### config.mk
export PLATFORM = sky130hd
export DESIGN_NAME = demand_paging_mmu_lru_core
export DESIGN_NICKNAME = d
export VERILOG_FILES = /design/src/hdl/dpm_pkg.sv /design/src/hdl/dpm_datapath.sv /design/src/hdl/dpm_ctrl.sv /design/src/hdl/demand_paging_mmu_lru_core.sv
export SDC_FILE = /design/constraint.sdc
export NUM_CORES = 2
export LEC_CHECK = 0
export ABC_AREA = 1
export BUFFER_PORTS_ARGS = -buffer_cell sky130_fd_sc_hd__clkbuf_2
export CAP_MARGIN = 20
export CORE_AREA = 8 8 364 366
export CTS_BUF_LIST = sky130_fd_sc_hd__clkbuf_4
export DETAILED_ROUTE_END_ITERATION = 8
export DIE_AREA = 0 0 372 374
export PLACE_DENSITY = 0.74
export RECOVER_POWER = 100
export SETUP_SLACK_MARGIN = 0.5
export SLEW_MARGIN = 20
export SYNTH_ARGS = -nofsm -noshare
export SYNTH_HDL_FRONTEND = slang
export SYNTH_HIERARCHICAL = 1
export SYNTH_SLANG_ARGS = --single-unit
export TNS_END_PERCENT = 20
### constraint.sdc
create_clock -name i_clk -period 20 [get_ports i_clk]
set_input_delay 2 -clock i_clk [delete_from_list [all_inputs] [get_ports i_clk]]
set_output_delay 2 -clock i_clk [all_outputs]
set_load 0.005 [all_outputs]
### src/hdl/dpm_pkg.sv
// Shared types, constants and controller/datapath interfaces for the demand-paging MMU.
package dpm_pkg;

    localparam int NUM_PAGES  = 128;
    localparam int NUM_FRAMES = 16;
    localparam int PAGE_BYTES = 32;

    localparam int ADDR_W     = 16;
    localparam int OFF_W      = $clog2(PAGE_BYTES);
    localparam int PFIELD_W   = ADDR_W - OFF_W;
    localparam int CFG_W      = 8;
    localparam int STAMP_W    = 32;
    localparam int PHYS_W     = 9;
    localparam int PAGE_OUT_W = 7;
    localparam int APB_ADDR_W = 3;
    localparam int APB_DATA_W = 32;
    localparam int IN_DATA_W  = 24;
    localparam int OUT_DATA_W = 32;

    localparam logic OP_STORE = 1'b1;

    localparam logic REG_SEL_READONLY = 1'b0;
    localparam logic REG_SEL_IMAGE    = 1'b1;

    typedef enum logic [2:0] {
        ST_HIT      = 3'd0,
        ST_MISS     = 3'd1,
        ST_ILLEGAL  = 3'd2,
        ST_RO_WRITE = 3'd3,
        ST_UNINIT   = 3'd4
    } t_status;

    typedef enum logic [1:0] {
        SRC_NONE  = 2'd0,
        SRC_SWAP  = 2'd1,
        SRC_IMAGE = 2'd2,
        SRC_FRESH = 2'd3
    } t_fill_src;

    typedef struct packed {
        logic                  evict_writeback;
        logic [PAGE_OUT_W-1:0] evict_page;
        logic                  evicted;
        logic [PAGE_OUT_W-1:0] fill_page;
        t_fill_src             fill_source;
        logic [PHYS_W-1:0]     phys_addr;
        t_status               status;
    } t_result;

    typedef struct packed {
        logic clear;
        logic accept;
        logic check;
        logic eval;
        logic scan;
        logic vic_addr;
        logic vic_ev;
        logic fill;
        logic load_out;
    } t_dp_cmd;

    typedef struct packed {
        logic clr_last;
        logic err;
        logic resident;
        logic uninit;
        logic have_free;
        logic scan_done;
    } t_dp_stat;

endpackage

### src/hdl/dpm_datapath.sv
// Datapath: page table memory, frame stamp/owner memories, LRU scan, result registers.
module dpm_datapath #(
    parameter int NUM_PAGES  = dpm_pkg::NUM_PAGES,
    parameter int NUM_FRAMES = dpm_pkg::NUM_FRAMES
) (
    input  logic                        i_clk,
    input  logic                        i_rst_n,
    input  dpm_pkg::t_dp_cmd            i_cmd,
    output dpm_pkg::t_dp_stat           o_stat,
    input  logic                        i_op,
    input  logic [dpm_pkg::ADDR_W-1:0]  i_address,
    input  logic [dpm_pkg::CFG_W-1:0]   i_readonly_pages,
    input  logic [dpm_pkg::CFG_W-1:0]   i_image_pages,
    output dpm_pkg::t_result            o_result
);

    localparam int PW  = $clog2(NUM_PAGES);
    localparam int FW  = $clog2(NUM_FRAMES);
    localparam int FCW = $clog2(NUM_FRAMES + 1);

    typedef struct packed {
        logic          res;
        logic          swap;
        logic [FW-1:0] frame;
    } t_pte;

    t_pte                                r_page_mem [NUM_PAGES];
    logic [dpm_pkg::STAMP_W-1:0]         r_stamp_mem [NUM_FRAMES];
    logic [PW-1:0]                       r_owner_mem [NUM_FRAMES];

    logic                                r_op;
    logic [dpm_pkg::PFIELD_W-1:0]        r_page_full;
    logic [dpm_pkg::OFF_W-1:0]           r_off;
    logic [dpm_pkg::STAMP_W-1:0]         r_count;
    logic [PW-1:0]                       r_clr_idx;
    t_pte                                r_pg_q;
    logic                                r_own_swap;
    logic [FW-1:0]                       r_frame;
    logic                                r_from_free;
    logic [FCW-1:0]                      r_fill_cnt;
    logic [FW-1:0]                       r_scan_idx;
    logic                                r_scan_end;
    logic                                r_cmp_valid;
    logic [FW-1:0]                       r_cmp_idx;
    logic [FW-1:0]                       r_best;
    logic [dpm_pkg::STAMP_W-1:0]         r_best_stamp;
    logic [dpm_pkg::STAMP_W-1:0]         r_stamp_q;
    logic [PW-1:0]                       r_owner_q;
    dpm_pkg::t_result                    r_res;
    dpm_pkg::t_result                    r_out;

    logic [PW-1:0]                       page_idx;
    logic                                illegal;
    logic                                ro_err;
    logic                                in_image;
    logic                                is_store;
    logic                                uninit;
    logic                                have_free;
    logic                                take_best;
    logic                                scan_done;
    logic [PW-1:0]                       pg_raddr;
    logic                                pg_we;
    logic [PW-1:0]                       pg_waddr;
    t_pte                                pg_wdata;
    logic                                st_we;
    logic [FW-1:0]                       st_waddr;
    dpm_pkg::t_fill_src                  src;
    dpm_pkg::t_result                    err_res;

    assign page_idx  = PW'(r_page_full);
    assign is_store  = (r_op == dpm_pkg::OP_STORE);
    assign illegal   = 32'(r_page_full) >= 32'(NUM_PAGES);
    assign ro_err    = is_store && (r_page_full < dpm_pkg::PFIELD_W'(i_readonly_pages));
    assign in_image  = r_page_full < dpm_pkg::PFIELD_W'(i_image_pages);
    assign uninit    = !r_pg_q.res && !r_pg_q.swap && !in_image && !is_store;
    assign have_free = r_fill_cnt < FCW'(NUM_FRAMES);
    assign take_best = r_cmp_valid && ((r_cmp_idx == '0) || (r_stamp_q < r_best_stamp));
    assign scan_done = r_cmp_valid && (r_cmp_idx == FW'(NUM_FRAMES - 1));
    assign pg_raddr  = i_cmd.vic_addr ? r_owner_q : page_idx;

    always_comb begin
        if (r_pg_q.swap) begin
            src = dpm_pkg::SRC_SWAP;
        end else if (in_image) begin
            src = dpm_pkg::SRC_IMAGE;
        end else begin
            src = dpm_pkg::SRC_FRESH;
        end
    end

    always_comb begin
        err_res        = '0;
        err_res.status = illegal ? dpm_pkg::ST_ILLEGAL : dpm_pkg::ST_RO_WRITE;
    end

    assign o_stat.clr_last  = (r_clr_idx == PW'(NUM_PAGES - 1));
    assign o_stat.err       = illegal || ro_err;
    assign o_stat.resident  = r_pg_q.res;
    assign o_stat.uninit    = uninit;
    assign o_stat.have_free = have_free;
    assign o_stat.scan_done = scan_done;
    assign o_result         = r_out;

    // page table write port
    always_comb begin
        pg_we    = 1'b0;
        pg_waddr = page_idx;
        pg_wdata = '0;
        if (i_cmd.clear) begin
            pg_we    = 1'b1;
            pg_waddr = r_clr_idx;
        end else if (i_cmd.eval && r_pg_q.res && is_store) begin
            pg_we    = 1'b1;
            pg_wdata = '{res: 1'b1, swap: 1'b1, frame: r_pg_q.frame};
        end else if (i_cmd.vic_ev && r_pg_q.res) begin
            pg_we    = 1'b1;
            pg_waddr = r_owner_q;
            pg_wdata = '{res: 1'b0, swap: r_pg_q.swap, frame: '0};
        end else if (i_cmd.fill) begin
            pg_we    = 1'b1;
            pg_wdata = '{res: 1'b1, swap: r_own_swap | is_store, frame: r_frame};
        end
    end

    always_comb begin
        st_we    = 1'b0;
        st_waddr = r_frame;
        if (i_cmd.eval && r_pg_q.res) begin
            st_we    = 1'b1;
            st_waddr = r_pg_q.frame;
        end else if (i_cmd.fill) begin
            st_we = 1'b1;
        end
    end

    always_ff @(posedge i_clk) begin
        r_pg_q <= r_page_mem[pg_raddr];
        if (pg_we) begin
            r_page_mem[pg_waddr] <= pg_wdata;
        end
    end

    always_ff @(posedge i_clk) begin
        r_stamp_q <= r_stamp_mem[r_scan_idx];
        if (st_we) begin
            r_stamp_mem[st_waddr] <= r_count;
        end
    end

    always_ff @(posedge i_clk) begin
        r_owner_q <= r_owner_mem[r_best];
        if (i_cmd.fill) begin
            r_owner_mem[r_frame] <= page_idx;
        end
    end

    // control state
    always_ff @(posedge i_clk) begin
        if (!i_rst_n) begin
            r_count     <= '0;
            r_clr_idx   <= '0;
            r_fill_cnt  <= '0;
            r_cmp_valid <= 1'b0;
            r_scan_end  <= 1'b0;
            r_scan_idx  <= '0;
        end else begin
            if (i_cmd.accept) begin
                r_count <= r_count + 1'b1;
            end
            if (i_cmd.clear) begin
                r_clr_idx <= r_clr_idx + 1'b1;
            end
            if (i_cmd.fill && r_from_free) begin
                r_fill_cnt <= r_fill_cnt + 1'b1;
            end
            if (i_cmd.eval) begin
                r_scan_idx  <= '0;
                r_scan_end  <= 1'b0;
                r_cmp_valid <= 1'b0;
            end else if (i_cmd.scan) begin
                if (!r_scan_end) begin
                    r_scan_idx <= r_scan_idx + 1'b1;
                end
                r_scan_end  <= r_scan_end | (r_scan_idx == FW'(NUM_FRAMES - 1));
                r_cmp_valid <= !r_scan_end;
            end else begin
                r_cmp_valid <= 1'b0;
            end
        end
    end

    // payload
    always_ff @(posedge i_clk) begin
        if (i_cmd.accept) begin
            r_op        <= i_op;
            r_page_full <= i_address[dpm_pkg::ADDR_W-1:dpm_pkg::OFF_W];
            r_off       <= i_address[dpm_pkg::OFF_W-1:0];
        end
        if (i_cmd.scan) begin
            r_cmp_idx <= r_scan_idx;
        end
        if (take_best) begin
            r_best       <= r_cmp_idx;
            r_best_stamp <= r_stamp_q;
        end
        if (i_cmd.check) begin
            r_res <= err_res;
        end
        if (i_cmd.eval) begin
            r_own_swap  <= r_pg_q.swap;
            r_from_free <= have_free;
            r_frame     <= FW'(r_fill_cnt);
            if (r_pg_q.res) begin
                r_res.status    <= dpm_pkg::ST_HIT;
                r_res.phys_addr <= dpm_pkg::PHYS_W'({r_pg_q.frame, r_off});
            end else if (uninit) begin
                r_res.status <= dpm_pkg::ST_UNINIT;
            end else begin
                r_res.fill_source <= src;
            end
        end
        if (i_cmd.vic_ev) begin
            r_frame <= r_best;
            if (r_pg_q.res) begin
                r_res.evicted         <= 1'b1;
                r_res.evict_page      <= dpm_pkg::PAGE_OUT_W'(r_owner_q);
                r_res.evict_writeback <= r_pg_q.swap;
            end
        end
        if (i_cmd.fill) begin
            r_res.status    <= dpm_pkg::ST_MISS;
            r_res.phys_addr <= dpm_pkg::PHYS_W'({r_frame, r_off});
            r_res.fill_page <= dpm_pkg::PAGE_OUT_W'(page_idx);
        end
        if (i_cmd.load_out) begin
            r_out <= r_res;
        end
    end

endmodule

### src/hdl/dpm_ctrl.sv
// Controller state machine: table clear, lookup, LRU scan, eviction, fill and output handoff.
module dpm_ctrl (
    input  logic              i_clk,
    input  logic              i_rst_n,
    input  logic              i_s_tvalid,
    output logic              o_s_tready,
    output logic              o_m_tvalid,
    input  logic              i_m_tready,
    output dpm_pkg::t_dp_cmd  o_cmd,
    input  dpm_pkg::t_dp_stat i_stat
);

    typedef enum logic [9:0] {
        S_CLEAR  = 10'b00_0000_0001,
        S_IDLE   = 10'b00_0000_0010,
        S_CHECK  = 10'b00_0000_0100,
        S_EVAL   = 10'b00_0000_1000,
        S_SCAN   = 10'b00_0001_0000,
        S_OWNRD  = 10'b00_0010_0000,
        S_VICRD  = 10'b00_0100_0000,
        S_VICEV  = 10'b00_1000_0000,
        S_FILL   = 10'b01_0000_0000,
        S_RESULT = 10'b10_0000_0000
    } t_state;

    t_state r_state;
    t_state n_state;
    logic   r_out_valid;
    logic   n_out_valid;
    logic   out_free;

    assign out_free   = !r_out_valid || i_m_tready;
    assign o_s_tready = (r_state == S_IDLE);
    assign o_m_tvalid = r_out_valid;

    always_comb begin
        o_cmd          = '0;
        o_cmd.clear    = (r_state == S_CLEAR);
        o_cmd.accept   = (r_state == S_IDLE) && i_s_tvalid;
        o_cmd.check    = (r_state == S_CHECK);
        o_cmd.eval     = (r_state == S_EVAL);
        o_cmd.scan     = (r_state == S_SCAN);
        o_cmd.vic_addr = (r_state == S_VICRD);
        o_cmd.vic_ev   = (r_state == S_VICEV);
        o_cmd.fill     = (r_state == S_FILL);
        o_cmd.load_out = (r_state == S_RESULT) && out_free;
    end

    always_comb begin
        n_state     = r_state;
        n_out_valid = r_out_valid;
        if (r_out_valid && i_m_tready) begin
            n_out_valid = 1'b0;
        end
        case (r_state)
            S_CLEAR: begin
                if (i_stat.clr_last) begin
                    n_state = S_IDLE;
                end
            end
            S_IDLE: begin
                if (i_s_tvalid) begin
                    n_state = S_CHECK;
                end
            end
            S_CHECK: begin
                n_state = i_stat.err ? S_RESULT : S_EVAL;
            end
            S_EVAL: begin
                if (i_stat.resident || i_stat.uninit) begin
                    n_state = S_RESULT;
                end else if (i_stat.have_free) begin
                    n_state = S_FILL;
                end else begin
                    n_state = S_SCAN;
                end
            end
            S_SCAN: begin
                if (i_stat.scan_done) begin
                    n_state = S_OWNRD;
                end
            end
            S_OWNRD: n_state = S_VICRD;
            S_VICRD: n_state = S_VICEV;
            S_VICEV: n_state = S_FILL;
            S_FILL:  n_state = S_RESULT;
            S_RESULT: begin
                if (out_free) begin
                    n_out_valid = 1'b1;
                    n_state     = S_IDLE;
                end
            end
            default: n_state = S_IDLE;
        endcase
    end

    always_ff @(posedge i_clk) begin
        if (!i_rst_n) begin
            r_state     <= S_CLEAR;
            r_out_valid <= 1'b0;
        end else begin
            r_state     <= n_state;
            r_out_valid <= n_out_valid;
        end
    end

endmodule

### src/hdl/demand_paging_mmu_lru_core.sv
// Top level: config registers, stream ports, controller and datapath.
//
//  port group   dir   handshake            word
//  s stream     in    i_s_tvalid/o_s_tready  op, address
//  m stream     out   o_m_tvalid/i_m_tready  status .. evict_writeback
//  APB          in    psel/penable/pready    readonly_pages, image_pages
//
// Per word: an error goes check, result; a hit or uninitialized load adds eval;
// a miss into a free frame adds fill; a miss with eviction adds the serial stamp
// scan over the frame memory, owner and victim reads and eviction before the fill.
// After reset a pass clears the page table before the first word is taken.
// A waiting result sits in the output register while the next word is accepted;
// a stalled output holds the block only in its final step.
module demand_paging_mmu_lru_core #(
    parameter int NUM_PAGES  = dpm_pkg::NUM_PAGES,
    parameter int NUM_FRAMES = dpm_pkg::NUM_FRAMES
) (
    input  logic                           i_clk,
    input  logic                           i_rst_n,
    input  logic                           i_s_tvalid,
    output logic                           o_s_tready,
    // [0] op, [16:1] address
    input  logic [dpm_pkg::IN_DATA_W-1:0]  i_s_tdata,
    output logic                           o_m_tvalid,
    input  logic                           i_m_tready,
    // [2:0] status, [11:3] phys_addr, [13:12] fill_source, [20:14] fill_page,
    // [21] evicted, [28:22] evict_page, [29] evict_writeback
    output logic [dpm_pkg::OUT_DATA_W-1:0] o_m_tdata,
    input  logic                           psel,
    input  logic                           penable,
    input  logic                           pwrite,
    input  logic [dpm_pkg::APB_ADDR_W-1:0] paddr,
    input  logic [dpm_pkg::APB_DATA_W-1:0] pwdata,
    output logic [dpm_pkg::APB_DATA_W-1:0] prdata,
    output logic                           pready
);

    logic [dpm_pkg::CFG_W-1:0] r_readonly_pages;
    logic [dpm_pkg::CFG_W-1:0] r_image_pages;
    logic                      reg_sel;
    logic                      cfg_we;
    dpm_pkg::t_dp_cmd          cmd;
    dpm_pkg::t_dp_stat         stat;
    dpm_pkg::t_result          result;

    assign pready  = 1'b1;
    assign reg_sel = paddr[2];
    assign cfg_we  = psel && penable && pwrite;

    always_ff @(posedge i_clk) begin
        if (!i_rst_n) begin
            r_readonly_pages <= '0;
            r_image_pages    <= '0;
        end else if (cfg_we) begin
            case (reg_sel)
                dpm_pkg::REG_SEL_READONLY: r_readonly_pages <= pwdata[dpm_pkg::CFG_W-1:0];
                dpm_pkg::REG_SEL_IMAGE:    r_image_pages    <= pwdata[dpm_pkg::CFG_W-1:0];
                default: ;
            endcase
        end
    end

    always_comb begin
        case (reg_sel)
            dpm_pkg::REG_SEL_READONLY: prdata = dpm_pkg::APB_DATA_W'(r_readonly_pages);
            dpm_pkg::REG_SEL_IMAGE:    prdata = dpm_pkg::APB_DATA_W'(r_image_pages);
            default:                   prdata = '0;
        endcase
    end

    assign o_m_tdata = dpm_pkg::OUT_DATA_W'(result);

    dpm_ctrl u_ctrl (
        .i_clk      (i_clk),
        .i_rst_n    (i_rst_n),
        .i_s_tvalid (i_s_tvalid),
        .o_s_tready (o_s_tready),
        .o_m_tvalid (o_m_tvalid),
        .i_m_tready (i_m_tready),
        .o_cmd      (cmd),
        .i_stat     (stat)
    );

    dpm_datapath #(
        .NUM_PAGES  (NUM_PAGES),
        .NUM_FRAMES (NUM_FRAMES)
    ) u_dp (
        .i_clk            (i_clk),
        .i_rst_n          (i_rst_n),
        .i_cmd            (cmd),
        .o_stat           (stat),
        .i_op             (i_s_tdata[0]),
        .i_address        (i_s_tdata[dpm_pkg::ADDR_W:1]),
        .i_readonly_pages (r_readonly_pages),
        .i_image_pages    (r_image_pages),
        .o_result         (result)
    );

endmodule

==> Implementation_results.wiki <==
{| class="wikitable"
! Metric !! Value
|-
| CORE AREA || 126700 um2
|-
| Share of layout cells above drive strength 1 || 11.27%
|-
| Area of the mapped netlist || 69100 um2
|-
| Number of standard-cell rows in the floorplan || 131
|-
| Placed standard-cell area || 70830 um2
|-
| Biggest area consumer among synthesized cells || sky130_fd_sc_hd__edfxtp_1
|-
| Worst reg2reg path startpoint || u_ctrl/r_state[9]
|-
| 1st-pass router iterations || 6
|-
| Transition time at the pin with the least slew margin || 4.397 ns
|-
| Cell count of the worst reg-to-reg path || 17
|-
| Kind of critical path || register to register
|-
| Area share of the largest cell type after synthesis || 64.84%
|-
| Detail Placement HPWL || 89690 um
|-
| Starting density of the core || 54.54%
|-
| Final hold slack || 0.3409 ns
|-
| Number of failing hold endpoints at the final stage || 0
|-
| Final Total Pwr || 6.679 mW
|-
| Count of flip-flops with a built-in enable after synthesis || 1492
|-
| # DRC || 0
|-
| Number of global-route vias before repair || 45570
|-
| Number of vias per cell after detailed routing || 5.577
|-
| Violated checks || max-capacitance violations, max-slew violations
|-
| Hold Crit Start || u_dp/r_stamp_q[21]
|-
| Final-report setup violation count || 0
|-
| Remaining Overflow, GRT || 0
|-
| Number of placed I/O pins || 133
|-
| Cell types occupying the most area after synthesis || sky130_fd_sc_hd__edfxtp_1 (65%), sky130_fd_sc_hd__nand3_1 (6.4%), sky130_fd_sc_hd__nand2_1 (5.6%)
|-
| Post-cts resize count || 0
|-
| Die boundary width || 372 um
|-
| Setup repair after global routing missed its margin || no
|-
| Final Cycle Share || 57.60%
|-
| Post-route setup TNS || 0 ns
|-
| TritonCTS buffer count || 414
|-
| Number of H-tree branching levels || 5
|-
| Final Instance Area || 75520 um2
|-
| Setup repair bufs after CTS || 0
|-
| Setup crit start kind || register
|-
| Share of synthesized flip-flops with an asynchronous set or reset || 0%
|-
| Library cells used by synthesis || 60
|-
| Clock-pin slew on the worst setup and hold paths || 0.07 ns
|-
| Average wire length per cell after detail routing || 19.54 um
|-
| Synthesized area divided by synthesized cell count || 11.06 um2
|-
| Area of the die || 139100 um2
|-
| # port buffers || 72
|-
| # nets final || 6593
|-
| Number of hold-repair buffers added at the cts stage || 0
|-
| Via count || 47129
|-
| Global routing usage summed across all routing layers || 23.10%
|-
| Clock Tree Buf Depth || 4
|-
| Initial drt markers || 5656
|-
| Type of element capturing the critical path || register
|-
| Req. time, crit path || 21.12 ns
|-
| Rel. slew slack || -193.2%
|-
| Worst reg2reg path endpoint || u_dp/r_pg_q[2]
|-
| Worst Path Arrival || 12.63 ns
|-
| Yosys warns || 6
|-
| Critical path peak fanout || 125
|-
| Worst-skew pair later-pin latency || 1.35 ns
|-
| Antenna violations before repair || 2
|-
| Status || finished with violations
|-
| TritonCTS clock tree || done
|-
| Pin count of the biggest net entering global routing || 224
|-
| Fin crit period || 11.52 ns
|-
| Y dimension of the die || 374 um
|-
| Layout fillers || 9979
|-
| Class of the tightest hold or removal check || register to register
|-
| Total detailed-routing wirelength || 165100 um
|-
| Max frequency || 0.08681 GHz
|-
| Max Clock Skew || 0.1795 ns
|-
| Routability Congestion || 0.8566
|-
| FF/Latch Area || 47710 um2
|-
| Flip-flop and latch count after synthesis || 1637
|-
| Layout overhead on the synthesized area || 9.298%
|-
| Antenna Violating Nets Remaining || 0
|-
| Cell depth of the worst min-delay path || 0
|-
| Predominant post-synthesis flop cell || sky130_fd_sc_hd__edfxtp_1
|-
| Syn Inst Count || 6249
|-
| Root cell of the clock tree || sky130_fd_sc_hd__clkbuf_4
|-
| P_leak || 30.29 nW
|-
| Sequential share of the synthesized area || 69.04%
|-
| Pwr dens || 88.43 nW/um2
|-
| Peak supply drop || 0.06642 mV
|-
| Worst hold path endpoint || u_dp/r_best_stamp[21]
|-
| Global-route wire length before repair || 251200 um
|-
| Final Max Slew Viols || 1953
|-
| Max-capacitance violation count || 46
|-
| Flop2flop setup slack || 8.48 ns
|-
| Area occupied by multi-input gates || 16510 um2
|-
| Total number of clock tree sinks || 1637
|}
-- cells by family after synthesis --
group,count (synthesis),share of synthesized area (%)
XOR/XNOR,13,0.1648
multiplexers,28,0.4056
AND/OR/NAND/NOR,2630,16.78
adder cells (fa/ha/maj),49,0.8873
other,2,0.01087
flip-flops,1637,69.04
buffers and inverters,1249,7.290
AO/OA/AOI/OAI,641,5.419
-- routing by layer --
metal / part of all wire (%) / wire (um) / track usage, % / vias up
li1: - / - / - / 21955
met1: 39 / 64740 / 30.48 / 22468
met2: 48 / 79590 / 37.25 / 2329
met3: 9.1 / 14980 / 4.702 / 377
met4: 3.5 / 5815 / 9.947 / 0
met5: 0 / 0 / 0 / -
-- cells in the mapped netlist, drive strengths merged, types with 28 or more instances --
cell type     n
edfxtp     1492
nand2      1062
inv         897
nand3       897
nor2        556
o21ai       348
buf         194
clkbuf      154
dfxtp       145
a21oi        90
o22ai        79
o211ai       52
nand3b       51
o221ai       51
ha           49
nor3         34
mux2i        28
-- state kept, by name, indices dropped and copies added, names as in the netlist, 4 cells and up --
| register | count |
|---|---|
| u_dp/r_best_stamp | 32 |
| u_dp/r_res | 30 |
| u_dp/r_frame | 4 |
| u_dp/r_off | 5 |
| r_readonly_pages | 8 |
| u_dp/r_clr_idx | 7 |
| u_dp/r_count | 32 |
| u_dp/o_result | 30 |
| u_dp/r_best | 4 |
| u_dp/r_fill_cnt | 5 |
| u_dp/r_pg_q | 5 |
| u_dp/r_stamp_mem | 512 |
| u_dp/r_scan_idx | 4 |
| u_dp/r_owner_q | 7 |
| u_dp/r_page_mem | 768 |
| r_image_pages | 8 |
| u_dp/r_cmp_idx | 4 |
| u_dp/r_page_full | 11 |
| u_dp/r_owner_mem | 112 |
| u_dp/r_stamp_q | 32 |
| u_ctrl/r_state | 10 |
-- how the worst max path moves through the flow --
stage                     depth (start not counted)                 from                     to
after floorplan                                  10    u_ctrl/r_state[9]  u_dp/r_page_mem[0][4]
after global placement                           13  u_dp/r_page_full[0]         u_dp/r_pg_q[3]
after detailed placement                         13  u_dp/r_page_full[0]         u_dp/r_pg_q[2]
after CTS                                        13  u_dp/r_page_full[0]         u_dp/r_pg_q[2]
after global routing                             18    u_ctrl/r_state[9]         u_dp/r_pg_q[3]
final                                            17    u_ctrl/r_state[9]         u_dp/r_pg_q[2]
-- cell type report --
type                       count  share of cell area, %
sequential                  1637                  63.17
multi-input combinational   3388                  21.86
clock buffer                 607                  6.034
inverter                     901                  4.495
tap                         1662                  2.753
timing repair buffer         136                 0.9426
clock inverter               111                 0.7173
antenna                        8                0.02651
-- per-stage QoR --
| step | std cells | worst slack [ns] | util (%) |
|---|---|---|---|
| after floorplan | 6274 | 13.72 | - |
| after global placement | 7722 | 14.72 | 55.89 |
| after detailed placement | 7723 | 14.61 | 55.91 |
| after CTS | 8441 | 14.55 | 59.93 |
| after global routing | 8450 | 7.777 | 59.61 |
| final | 8450 | 8.481 | 59.61 |
-- report_power, final --
group          switching [mW]  internal [mW]  leakage, nW
sequential             0.0165           3.71         13.9
clock                    1.28           1.43         3.06
combinational           0.181         0.0560         13.3
total                    1.48           5.20         30.3
-- cell usage in the layout, fill, tap and decap left out, types with 4 or more instances in the layout --
cell | netlist | routed
sky130_fd_sc_hd__nand4_1 | 11 | 11
sky130_fd_sc_hd__clkbuf_1 | 154 | 73
sky130_fd_sc_hd__nand2_2 | 22 | 5
sky130_fd_sc_hd__nor2_4 | 8 | 21
sky130_fd_sc_hd__nor2_1 | 529 | 531
sky130_fd_sc_hd__buf_4 | 38 | 22
sky130_fd_sc_hd__bufinv_16 | 0 | 4
sky130_fd_sc_hd__inv_1 | 886 | 887
sky130_fd_sc_hd__nand3b_1 | 50 | 50
sky130_fd_sc_hd__diode_2 | 0 | 8
sky130_fd_sc_hd__mux2i_1 | 28 | 28
sky130_fd_sc_hd__o22ai_1 | 77 | 77
sky130_fd_sc_hd__ha_1 | 49 | 49
sky130_fd_sc_hd__inv_2 | 8 | 10
sky130_fd_sc_hd__o21ai_4 | 0 | 4
sky130_fd_sc_hd__a21oi_1 | 88 | 86
sky130_fd_sc_hd__o221ai_1 | 51 | 51
sky130_fd_sc_hd__clkinv_2 | 0 | 13
sky130_fd_sc_hd__nor3_1 | 34 | 33
sky130_fd_sc_hd__o21ai_1 | 9 | 5
sky130_fd_sc_hd__xor2_1 | 9 | 9
sky130_fd_sc_hd__edfxtp_1 | 1492 | 1492
sky130_fd_sc_hd__clkbuf_4 | 0 | 607
sky130_fd_sc_hd__a211oi_1 | 4 | 4
sky130_fd_sc_hd__nand2_1 | 1034 | 1049
sky130_fd_sc_hd__clkinv_1 | 4 | 92
sky130_fd_sc_hd__dfxtp_1 | 145 | 144
sky130_fd_sc_hd__a22o_1 | 5 | 5
sky130_fd_sc_hd__o21ai_0 | 337 | 337
sky130_fd_sc_hd__nor4_1 | 5 | 4
sky130_fd_sc_hd__xnor2_1 | 4 | 4
sky130_fd_sc_hd__o211ai_1 | 52 | 52
sky130_fd_sc_hd__nand2_4 | 6 | 6
sky130_fd_sc_hd__conb_1 | 2 | 27
sky130_fd_sc_hd__clkbuf_2 | 0 | 37
sky130_fd_sc_hd__nand3_1 | 890 | 895
-- worst max-delay path, stage by stage (launching register included) --
cell and delay, ns:
sky130_fd_sc_hd__dfxtp_1 0.33, sky130_fd_sc_hd__nor2_1 0.40, sky130_fd_sc_hd__nand2_1 0.16, sky130_fd_sc_hd__nor3_2 0.13
sky130_fd_sc_hd__clkbuf_1 0.80, sky130_fd_sc_hd__nand2_1 1.27, sky130_fd_sc_hd__nand2_8 1.17, sky130_fd_sc_hd__clkbuf_1 3.13
sky130_fd_sc_hd__clkbuf_1 2.50, sky130_fd_sc_hd__nand2_1 0.17, sky130_fd_sc_hd__nand3_1 0.21, sky130_fd_sc_hd__nand3_1 0.15
sky130_fd_sc_hd__nand3_1 0.12, sky130_fd_sc_hd__nand3_1 0.15, sky130_fd_sc_hd__nand3_1 0.14, sky130_fd_sc_hd__nand2_1 0.14
sky130_fd_sc_hd__nand2_1 0.10, sky130_fd_sc_hd__nand2_1 0.11
(Power assumes the default switching activity.)
